`config.mk`:
```
export PLATFORM = sky130hd
export DESIGN_NAME = primitive_policy_run_builder
export DESIGN_NICKNAME = d
export VERILOG_FILES = /design/src/rtl/core/pprb_pkg.sv /design/src/rtl/core/primitive_policy_run_builder.sv
export SDC_FILE = /design/constraint.sdc
export NUM_CORES = 2
export LEC_CHECK = 0
export ABC_AREA = 1
export BUFFER_PORTS_ARGS = -buffer_cell sky130_fd_sc_hd__clkbuf_2
export CELL_PAD_IN_SITES_DETAIL_PLACEMENT = 0
export CELL_PAD_IN_SITES_GLOBAL_PLACEMENT = 1
export CORE_MARGIN = 1
export CORE_UTILIZATION = 51
export DETAILED_ROUTE_END_ITERATION = 7
export HOLD_SLACK_MARGIN = 0.06
export PLACE_DENSITY_LB_ADDON = 0.1
export SETUP_SLACK_MARGIN = 0.4
export SLEW_MARGIN = 20
export SYNTH_ARGS = -nofsm -noshare
export SYNTH_HDL_FRONTEND = slang
export SYNTH_SLANG_ARGS = --single-unit
```
`constraint.sdc`:
```
create_clock -name clk_i -period 9.12 [get_ports clk_i]
set_input_delay 1.368 -clock clk_i [delete_from_list [all_inputs] [get_ports clk_i]]
set_output_delay 1.368 -clock clk_i [all_outputs]
set_load 0.01 [all_outputs]
```
`src/rtl/core/pprb_pkg.sv`:
```
// Package for the primitive policy run builder: counter widths, policy
// constants, configuration register codes and the run record type.
// No dependencies.
`timescale 1ns / 1ps
`default_nettype none

package pprb_pkg;

  // Width of the span position and run length counters (8 to 32)
  localparam int unsigned COUNT_W = 32;

  // Alpha in Q1.15 below this counts as fractional (alpha below 0.999)
  localparam logic [15:0] ALPHA_FRAC_LIMIT = 16'd32736;

  // Result queue depth: room for two records of one transaction plus slack
  localparam int unsigned QUEUE_DEPTH = 4;
  localparam int unsigned QPTR_W      = $clog2(QUEUE_DEPTH);
  localparam int unsigned QCNT_W      = $clog2(QUEUE_DEPTH + 1);

  // Configuration register indexes
  typedef enum logic [1:0] {
    CFG_FIRST_PRIM   = 2'd0,
    CFG_FIRST_INDEX  = 2'd1,
    CFG_POLICY_MASK  = 2'd2,
    CFG_MAX_RUNS     = 2'd3
  } cfg_reg_e;

  // Result status codes
  localparam logic STATUS_RUN   = 1'b0;
  localparam logic STATUS_LIMIT = 1'b1;

  // One result record
  typedef struct packed {
    logic        status;
    logic [31:0] run_start_primitive;
    logic [31:0] run_start_index;
    logic [31:0] run_length;
    logic [31:0] run_index_count;
    logic [3:0]  run_policy;
    logic        end_of_span;
  } run_rec_t;

  // Three vertex indexes per primitive, modulo 2^32
  function automatic logic [31:0] times3(input logic [31:0] v);
    return (v << 1) + v;
  endfunction

  // Build a run record from the run's start, length and policy
  function automatic run_rec_t make_run(input logic [31:0] start_prim,
                                        input logic [31:0] start_idx,
                                        input logic [31:0] len,
                                        input logic [3:0]  pol,
                                        input logic        eos);
    run_rec_t r;
    r.status              = STATUS_RUN;
    r.run_start_primitive = start_prim;
    r.run_start_index     = start_idx;
    r.run_length          = len;
    r.run_index_count     = times3(len);
    r.run_policy          = pol;
    r.end_of_span         = eos;
    return r;
  endfunction

endpackage

`default_nettype wire

```
`src/rtl/core/primitive_policy_run_builder.sv`:
```
// Primitive policy run builder: classifies primitives, groups them into runs
// and queues run records. Depends on pprb_pkg.
//
// Timing: a record is queued as the transaction closing its run is accepted
// and is readable in the next cycle. Throughput: one primitive per cycle while
// the output side drains; input ready needs two free slots in the four-entry
// result queue, since one primitive may close a run and end the span at once.
// Reset: asynchronous, active low; clears span state and the queue and loads
// the register defaults (policy mask 15, run limit 16). No clearing pass.
`timescale 1ns / 1ps
`default_nettype none

module primitive_policy_run_builder
  import pprb_pkg::*;
(
  input  wire logic        clk_i,
  input  wire logic        rst_ni,
  // configuration write port
  input  wire logic        cfg_we_i,
  input  wire logic [1:0]  cfg_idx_i,
  input  wire logic [31:0] cfg_data_i,
  // primitive input channel
  input  wire logic        in_valid_i,
  output logic             in_ready_o,
  input  wire logic        reflection_only_i,
  input  wire logic        material_present_i,
  input  wire logic        one_way_i,
  input  wire logic        no_shadow_i,
  input  wire logic        alpha_clip_i,
  input  wire logic [15:0] alpha_i,
  input  wire logic        last_primitive_i,
  // run record output channel
  output logic             out_valid_o,
  input  wire logic        out_ready_i,
  output logic             status_o,
  output logic [31:0]      run_start_primitive_o,
  output logic [31:0]      run_start_index_o,
  output logic [31:0]      run_length_o,
  output logic [31:0]      run_index_count_o,
  output logic [3:0]       run_policy_o,
  output logic             end_of_span_o
);

  // Configuration registers
  logic [31:0] first_prim_q;
  logic [31:0] first_index_q;
  logic [3:0]  policy_mask_q;
  logic [15:0] max_runs_q;

  // Span state
  logic               run_open_q,   run_open_d;
  logic [31:0]        open_sp_q,    open_sp_d;
  logic [31:0]        open_si_q,    open_si_d;
  logic [COUNT_W-1:0] open_len_q,   open_len_d;
  logic [3:0]         open_pol_q,   open_pol_d;
  logic [15:0]        runs_q,       runs_d;
  logic [COUNT_W-1:0] span_pos_q,   span_pos_d;
  logic               span_fail_q,  span_fail_d;

  // Result queue
  run_rec_t            queue_q [QUEUE_DEPTH];
  logic [QPTR_W-1:0]   wr_ptr_q, rd_ptr_q;
  logic [QCNT_W-1:0]   count_q;

  logic        in_fire, out_fire;
  logic [3:0]  policy;
  logic        starts_new, limit_hit;
  logic [31:0] start_prim, start_idx;
  logic [1:0]  n_push;
  run_rec_t    rec_a, rec_b, rec_last;

  assign in_ready_o = (count_q <= QCNT_W'(QUEUE_DEPTH - 2));
  assign in_fire    = in_valid_i && in_ready_o;
  assign out_valid_o = (count_q != '0);
  assign out_fire    = out_valid_o && out_ready_i;

  // Write configuration registers
  always_ff @(posedge clk_i or negedge rst_ni) begin
    if (!rst_ni) begin
      first_prim_q  <= '0;
      first_index_q <= '0;
      policy_mask_q <= 4'hF;
      max_runs_q    <= 16'd16;
    end else if (cfg_we_i) begin
      unique case (cfg_reg_e'(cfg_idx_i))
        CFG_FIRST_PRIM:  first_prim_q  <= cfg_data_i;
        CFG_FIRST_INDEX: first_index_q <= cfg_data_i;
        CFG_POLICY_MASK: policy_mask_q <= cfg_data_i[3:0];
        CFG_MAX_RUNS:    max_runs_q    <= cfg_data_i[15:0];
        default: ;
      endcase
    end
  end

  // Classify the primitive and mask its policy
  always_comb begin
    policy    = '0;
    policy[0] = reflection_only_i;
    if (material_present_i) begin
      policy[1] = one_way_i;
      policy[2] = no_shadow_i;
      policy[3] = alpha_clip_i || (alpha_i < ALPHA_FRAC_LIMIT);
    end
    policy = policy & policy_mask_q;
  end

  assign starts_new = !run_open_q || ((open_pol_q == '0) != (policy == '0));
  assign limit_hit  = starts_new && (runs_q >= max_runs_q);
  assign start_prim = first_prim_q + 32'(span_pos_q);
  assign start_idx  = first_index_q + times3(32'(span_pos_q));

  // Update span state and form the records of this transaction
  always_comb begin
    run_open_d  = run_open_q;
    open_sp_d   = open_sp_q;
    open_si_d   = open_si_q;
    open_len_d  = open_len_q;
    open_pol_d  = open_pol_q;
    runs_d      = runs_q;
    span_pos_d  = span_pos_q;
    span_fail_d = span_fail_q;
    n_push      = 2'd0;
    rec_a       = '0;
    rec_b       = '0;
    rec_last    = '0;

    if (in_fire) begin
      if (span_fail_q) begin
        // drop the rest of a failed span
        if (last_primitive_i) begin
          span_fail_d = 1'b0;
        end
      end else if (limit_hit) begin
        // emit the single error record
        rec_a.status      = STATUS_LIMIT;
        rec_a.end_of_span = 1'b1;
        n_push            = 2'd1;
        span_fail_d       = !last_primitive_i;
      end else begin
        if (starts_new && run_open_q) begin
          rec_a  = make_run(open_sp_q, open_si_q, 32'(open_len_q), open_pol_q, 1'b0);
          n_push = 2'd1;
        end
        if (starts_new) begin
          run_open_d = 1'b1;
          open_sp_d  = start_prim;
          open_si_d  = start_idx;
          open_len_d = COUNT_W'(1);
          open_pol_d = policy;
          runs_d     = runs_q + 16'd1;
        end else begin
          open_pol_d = open_pol_q | policy;
          open_len_d = open_len_q + COUNT_W'(1);
        end
        span_pos_d = span_pos_q + COUNT_W'(1);
        // close the open run at the end of the span
        if (last_primitive_i) begin
          rec_last = make_run(open_sp_d, open_si_d, 32'(open_len_d), open_pol_d, 1'b1);
          if (n_push == 2'd0) begin
            rec_a = rec_last;
          end else begin
            rec_b = rec_last;
          end
          n_push = n_push + 2'd1;
        end
      end

      // clear the span after its last primitive
      if (last_primitive_i) begin
        run_open_d  = 1'b0;
        open_sp_d   = '0;
        open_si_d   = '0;
        open_len_d  = '0;
        open_pol_d  = '0;
        runs_d      = '0;
        span_pos_d  = '0;
        span_fail_d = 1'b0;
      end
    end
  end

  // Hold span state
  always_ff @(posedge clk_i or negedge rst_ni) begin
    if (!rst_ni) begin
      run_open_q  <= 1'b0;
      open_sp_q   <= '0;
      open_si_q   <= '0;
      open_len_q  <= '0;
      open_pol_q  <= '0;
      runs_q      <= '0;
      span_pos_q  <= '0;
      span_fail_q <= 1'b0;
    end else begin
      run_open_q  <= run_open_d;
      open_sp_q   <= open_sp_d;
      open_si_q   <= open_si_d;
      open_len_q  <= open_len_d;
      open_pol_q  <= open_pol_d;
      runs_q      <= runs_d;
      span_pos_q  <= span_pos_d;
      span_fail_q <= span_fail_d;
    end
  end

  // Advance queue pointers and fill count
  always_ff @(posedge clk_i or negedge rst_ni) begin
    if (!rst_ni) begin
      wr_ptr_q <= '0;
      rd_ptr_q <= '0;
      count_q  <= '0;
    end else begin
      wr_ptr_q <= wr_ptr_q + QPTR_W'(n_push);
      if (out_fire) begin
        rd_ptr_q <= rd_ptr_q + QPTR_W'(1);
      end
      count_q <= count_q + QCNT_W'(n_push) - QCNT_W'(out_fire);
    end
  end

  // Store records
  always_ff @(posedge clk_i) begin
    if (n_push != 2'd0) begin
      queue_q[wr_ptr_q] <= rec_a;
    end
    if (n_push == 2'd2) begin
      queue_q[wr_ptr_q + QPTR_W'(1)] <= rec_b;
    end
  end

  // Drive the head record
  assign status_o              = queue_q[rd_ptr_q].status;
  assign run_start_primitive_o = queue_q[rd_ptr_q].run_start_primitive;
  assign run_start_index_o     = queue_q[rd_ptr_q].run_start_index;
  assign run_length_o          = queue_q[rd_ptr_q].run_length;
  assign run_index_count_o     = queue_q[rd_ptr_q].run_index_count;
  assign run_policy_o          = queue_q[rd_ptr_q].run_policy;
  assign end_of_span_o         = queue_q[rd_ptr_q].end_of_span;

  // Queue never overfills
  assert property (@(posedge clk_i) disable iff (!rst_ni)
    count_q <= QCNT_W'(QUEUE_DEPTH))
    else $error("result queue overflow");

  // A failed span produces nothing until it ends
  assert property (@(posedge clk_i) disable iff (!rst_ni)
    (in_fire && span_fail_q) |-> (n_push == 2'd0))
    else $error("record pushed inside a failed span");

  // Two records only at the end of a span
  assert property (@(posedge clk_i) disable iff (!rst_ni)
    (n_push == 2'd2) |-> (in_fire && last_primitive_i && rec_b.end_of_span))
    else $error("double push away from span end");

  // Error record ends the span and arms the drop state unless it was last
  assert property (@(posedge clk_i) disable iff (!rst_ni)
    (in_fire && !span_fail_q && limit_hit && !last_primitive_i) |=> span_fail_q)
    else $error("run limit did not fail the span");

  // Span end leaves no open run
  assert property (@(posedge clk_i) disable iff (!rst_ni)
    (in_fire && last_primitive_i) |=> (!run_open_q && runs_q == '0))
    else $error("span state not cleared");

endmodule

`default_nettype wire
```
== Word level (Yosys, flattened, before mapping) ==
Memory sizes are Yosys's and may differ from the RTL's.
Cells that the tools add are included.

* Input bits: 61
* Logic and storage cells: 122
* Bits in read-only memories: 0
* Bits in latches: 0
* RAM bits: 536
* Register bits after elaboration: 241
* Memories: 1

{| class="wikitable"
|+ Memory list
! name !! depth !! width !! rd ports !! clocked after Yosys merged registers in !! write ports !! line !! source
|-
| queue_q || 4 || 134 || 1 || 0 || 2 || primitive_policy_run_builder.sv:61 || <nowiki>run_rec_t queue_q [QUEUE_DEPTH];</nowiki>
|}

* Equality and inequality tests: 7
* Divide/modulo/power cells: 0
* Multiplexer cells: 59
* $add $sub $neg: 14
* Reduce and logical (&&, ||, !) cells: 21
* Bitwise logic cells: 2
* Shift-type cells: 0
* Multiply operators: 0
* Magnitude comparators: 3

{| class="wikitable"
|+ Operators by type and width
! cell !! number
|-
| $mux W134 || 8
|-
| $mux W32 || 18
|-
| $mux W133 || 2
|-
| $add A32 B32 Y32 || 5
|-
| $mux W132 || 1
|-
| $add A32 B1 Y32 const B || 2
|-
| $mux W16 || 4
|-
| $add A16 B1 Y16 const B || 1
|-
| $ge A16 B16 Y1 || 1
|-
| $lt A16 B15 Y1 const B || 1
|-
| $mux W4 || 4
|-
| $mux W1 || 14
|-
| $mux W2 || 7
|-
| $logic_not A4 Y1 || 2
|-
| $reduce_and A2 Y1 || 4
|-
| $add A2 B1 Y2 const B || 3
|-
| $eq A2 B2 Y1 const B || 3
|-
| $and A4 B4 Y4 || 1
|-
| $logic_and A1 B1 Y1 || 4
|-
| $logic_not A2 Y1 || 2
|-
| $ne A2 B2 Y1 const B || 2
|-
| $or A4 B4 Y4 || 1
|-
| $reduce_and A4 Y1 || 1
|-
| $reduce_bool A2 Y1 || 2
|-
| other kinds (11) || 13
|}

== Logic depth before layout (Yosys ltp) ==
* Depth in word-level cells: 20
* Gate-level depth with buffers: 33

== Worst setup path before layout ==
No wires, ideal clock.

* Kind: in2reg
* From: input alpha_i[12]
* To: memory queue_q[0][0] in the netlist's numbering (enable)
* Arrival time: 6.333 ns
* Path buffers: 3
* Setup time: 0.496 ns
* Stages: 21
* Data required time: 8.624 ns
* Setup slack: 2.290 ns
* Cells stage by stage: nand2_1 -> nor2_1 -> nand3_1 -> nand2_1 -> nand2_1 -> nand2_2 -> nand2_1 -> nand2_1 -> nand2_1 -> nand2_1 -> buf_2 -> buf_1 -> ha_1 -> inv_1 -> nand2_1 -> nand2_2 -> inv_2 -> nand2_8 -> nand2_4 -> buf_2 -> nand2_1

{| class="wikitable"
|+ RTL lines
! item !! line !! source
|-
| start: declaration || primitive_policy_run_builder.sv:30 || <nowiki>input wire logic [15:0] alpha_i,</nowiki>
|-
| end: declaration || primitive_policy_run_builder.sv:61 ||
|}

==> results.cfg <==
[run_status]
status = completed

[sta]
max_freq_ghz = 0.169
slew_violations = 0
min_period_over_period_pct = 64.9
worst_pin_slew_ns = 1.12
relSlewSlack_pct = 25.2
period_needed_ns = 5.92
setup_violations = 0
hold_viol = 0
rsz0062_at_grt = false
skew_ns = 0.0265
timing.setup.tns_ns = 0

[worst_setup_path]
cp_common_cell = nand3_1
r2r_cells = 23
cp_num_buf_inv = 6
crit_path_end_kind = register
rr_endpoint = queue_q[2][36]
cp_slowest_cell = buf_4
cp_top_family = simple AND/OR/NAND/NOR gates
rr_startpoint = policy_mask_q[1]
critPathLaunchType = primary input
cpPeakStageDelay_ns = 0.58
cp.arrival_ns = 6.35
r2r_slack_ns = 3.58
path_cells = clkbuf_2 -> nand3_1 -> inv_1 -> nor3_4 -> nand3_1 -> nand2_2 -> nand2_4 -> inv_2 -> buf_4 -> nand2_1 -> inv_1 -> ha_1 -> inv_1 -> o21ai_0 -> nand3_1 -> nand2_1 -> a21oi_1 -> o21ai_0 -> a21oi_1 -> nand3_1 -> and2_1 -> nand3_1 -> nand2_1
cp_data_required_time_ns = 9.55
cp_max_fo = 40
critical_path_class = primary input to register

[min_path]
hp-start = queue_q[1][133]
worstHoldPathCells = 2
hold_path_class = register to register
holdPathEnd = queue_q[1][133]

[logic_synthesis]
ys_ff_latch = 773
synth_area_um2 = 47400
synthCells = 5987
ys_types = 51
yosysTopAreaCell = edfxtp_1
ys_seq_area_share_pct = 46.4
synth_top_cells_by_area = edfxtp_1, nand2_1, dfrtp_1
synth_top_area_share_pct = 33.5
synth_nets = 6229
synth_top_flop_cell = edfxtp_1
synthArstFlopShare_pct = 31.2
synth_commonest_cells = nand2_1, nor2_1, o21ai_0
syn_area_per_cell_um2 = 7.91
yosysMostFrequentCell = nand2_1
synth-edff-count = 528
yosys_warnings = 0

[cts]
cts_buffers = 85
clkSlewWorstSetupHoldPaths_ns = 0.06
cts_tree = built
cts-htree-levels = 3
root_buffer = clkbuf_16
cts_hold_buf = 0
cts_resized = 0
clock_latency_ns = 0.68
post-cts-setup-buffers = 0
cts_num_sinks = 773
clockBufferDepth = 3

[power_and_ir_drop]
swShare_pct = 44.4
seqPwrFrac_pct = 32.5
comb_power_share_pct = 41.8
power.share.clock_pct = 25.6
power_leakage_nw = 21.2
power_mw = 13.7
switching_power_mw = 6.08
power_density_nw_per_um2 = 264
ir_worst_vdd_mv = 0.197
p_int_mw = 7.62

[cells_and_area]
nets = 6264
drive_gt1_share_pct = 7.39
fin_area_um2 = 51800
syn_to_final_growth_pct = 9.41
fin_util_pct = 56.4

[floorplan]
initial_core_util_pct = 51.6
dieArea_um2 = 94100
die_w_um = 307
coreArea_um2 = 91800
num_io_pins = 197
rows = 111
die_y_um = 307

[global_routing]
grt_pass1_vias = 40523
gr-total-overflow = 0
grt_pass1_wl_um = 251000
grt_max_degree = 133
antenna_found_initial = 9
track_usage_pct = 35.3

[place]
dp_hpwl_um = 111000
numPortBuffers = 191
place_congestion = 0.993
post_dp_cell_area_um2 = 49000

[route]
route.antenna.remaining_nets = 0
drt-initial-drc-count = 5178
routed_wl_um = 168000
vias_per_cell = 5.87
wl_per_cell_um = 22.9
first_pass_iters = 8
vias = 43096
drc = 0

[run]
cap_violations = 0
==> area by class of cell <==
cell class / instances / area (µm²)
Fill cell: 8570 / 40000
Inverter: 487 / 1850
Clock inverter: 57 / 542
Tap cell: 1243 / 1560
Antenna cell: 1 / 2.50
Clock buffer: 101 / 2250
Timing Repair Buffer: 248 / 1460
Sequential cell: 773 / 22000
Multi-Input combinational cell: 4427 / 22200
==> state kept, by name, indices dropped and copies added (netlist names), 4 cells and up <==
register	flops
span_pos_q	32
open_len_q	32
queue_q	532
open_si_q	32
runs_q	16
open_sp_q	32
open_pol_q	4
max_runs_q	16
first_index_q	32
first_prim_q	32
policy_mask_q	4
==> worst max path at each step <==
stage,from,endpoint,slack [ns],depth (start not counted)
2_1_floorplan,alpha_i[12],queue_q[0][0],2.29,21
3_3_place_gp,alpha_i[12],queue_q[1][36],2.66,26
3_5_place_dp,material_present_i,queue_q[1][36],2.64,23
4_1_cts,material_present_i,queue_q[2][36],3.34,23
5_1_grt,alpha_i[12],queue_q[2][36],2.81,26
6_report,material_present_i,queue_q[2][36],3.20,23
==> routing by layer <==
metal	wire, µm	global-route usage, %	vias to the layer above
met3	17900	7.26	287
li1	-	-	20226
met1	73700	51.7	20609
met4	3910	9.98	12
met5	72	0	-
met2	72500	52.8	1962
==> power groups by stage <==
stage                     combinational, mW  sequential (mW)  clock (mW)
final                                  5.73             4.46        3.51
after global routing                   6.15             4.50        3.66
after CTS                              5.63             4.45        3.54
after detailed placement               5.61             4.52           0
after global placement                 5.55             4.51           0
after floorplan                        3.42             4.44           0
==> cell families (layout without fill, tap and decap cells) <==
kind of cell,after synthesis,after routing,synth area share (%)
flip-flops,773,773,46.4
other,0,1,0
AND/OR/NAND/NOR,2752,2752,23.5
AO/OA/AOI/OAI,1369,1369,15.6
XOR/XNOR,125,125,2.31
buffers and inverters,787,893,6.89
adder cells (fa/ha/maj),181,181,5.34
==> worst min-delay path: cells and delay by family, from the launching register on <==
kind,cells,cell delay (ns)
AND/OR/NAND/NOR,1,0.07
flip-flops,1,0.33
AO/OA/AOI/OAI,1,0.06
==> placed cells by master, fill, tap and decap left out, types with 86 or more instances in the layout <==
cell type  synthesis  final
o21ai_0          561    560
o22ai_1          259    259
clkbuf_2           0    190
edfxtp_1         528    528
nor2_1           682    682
a21oi_1          224    224
dfrtp_1          236    234
nand3_1          199    197
ha_1             146    146
xor2_1            99     99
clkbuf_16          0     86
inv_1            471    469
o21ai_1          245    246
nand2_1         1689   1682
==> through the flow <==
step           hold WS [ns]  std cells  setup WS, ns
6_report              0.489       7337          3.20
2_1_floorplan         0.448       5987          2.29
4_1_cts               0.488       7336          3.34
3_3_place_gp          0.461       7178          2.66
3_5_place_dp          0.474       7178          2.64
5_1_grt               0.511       7336          2.81
Power figures use the tool's default switching activity.
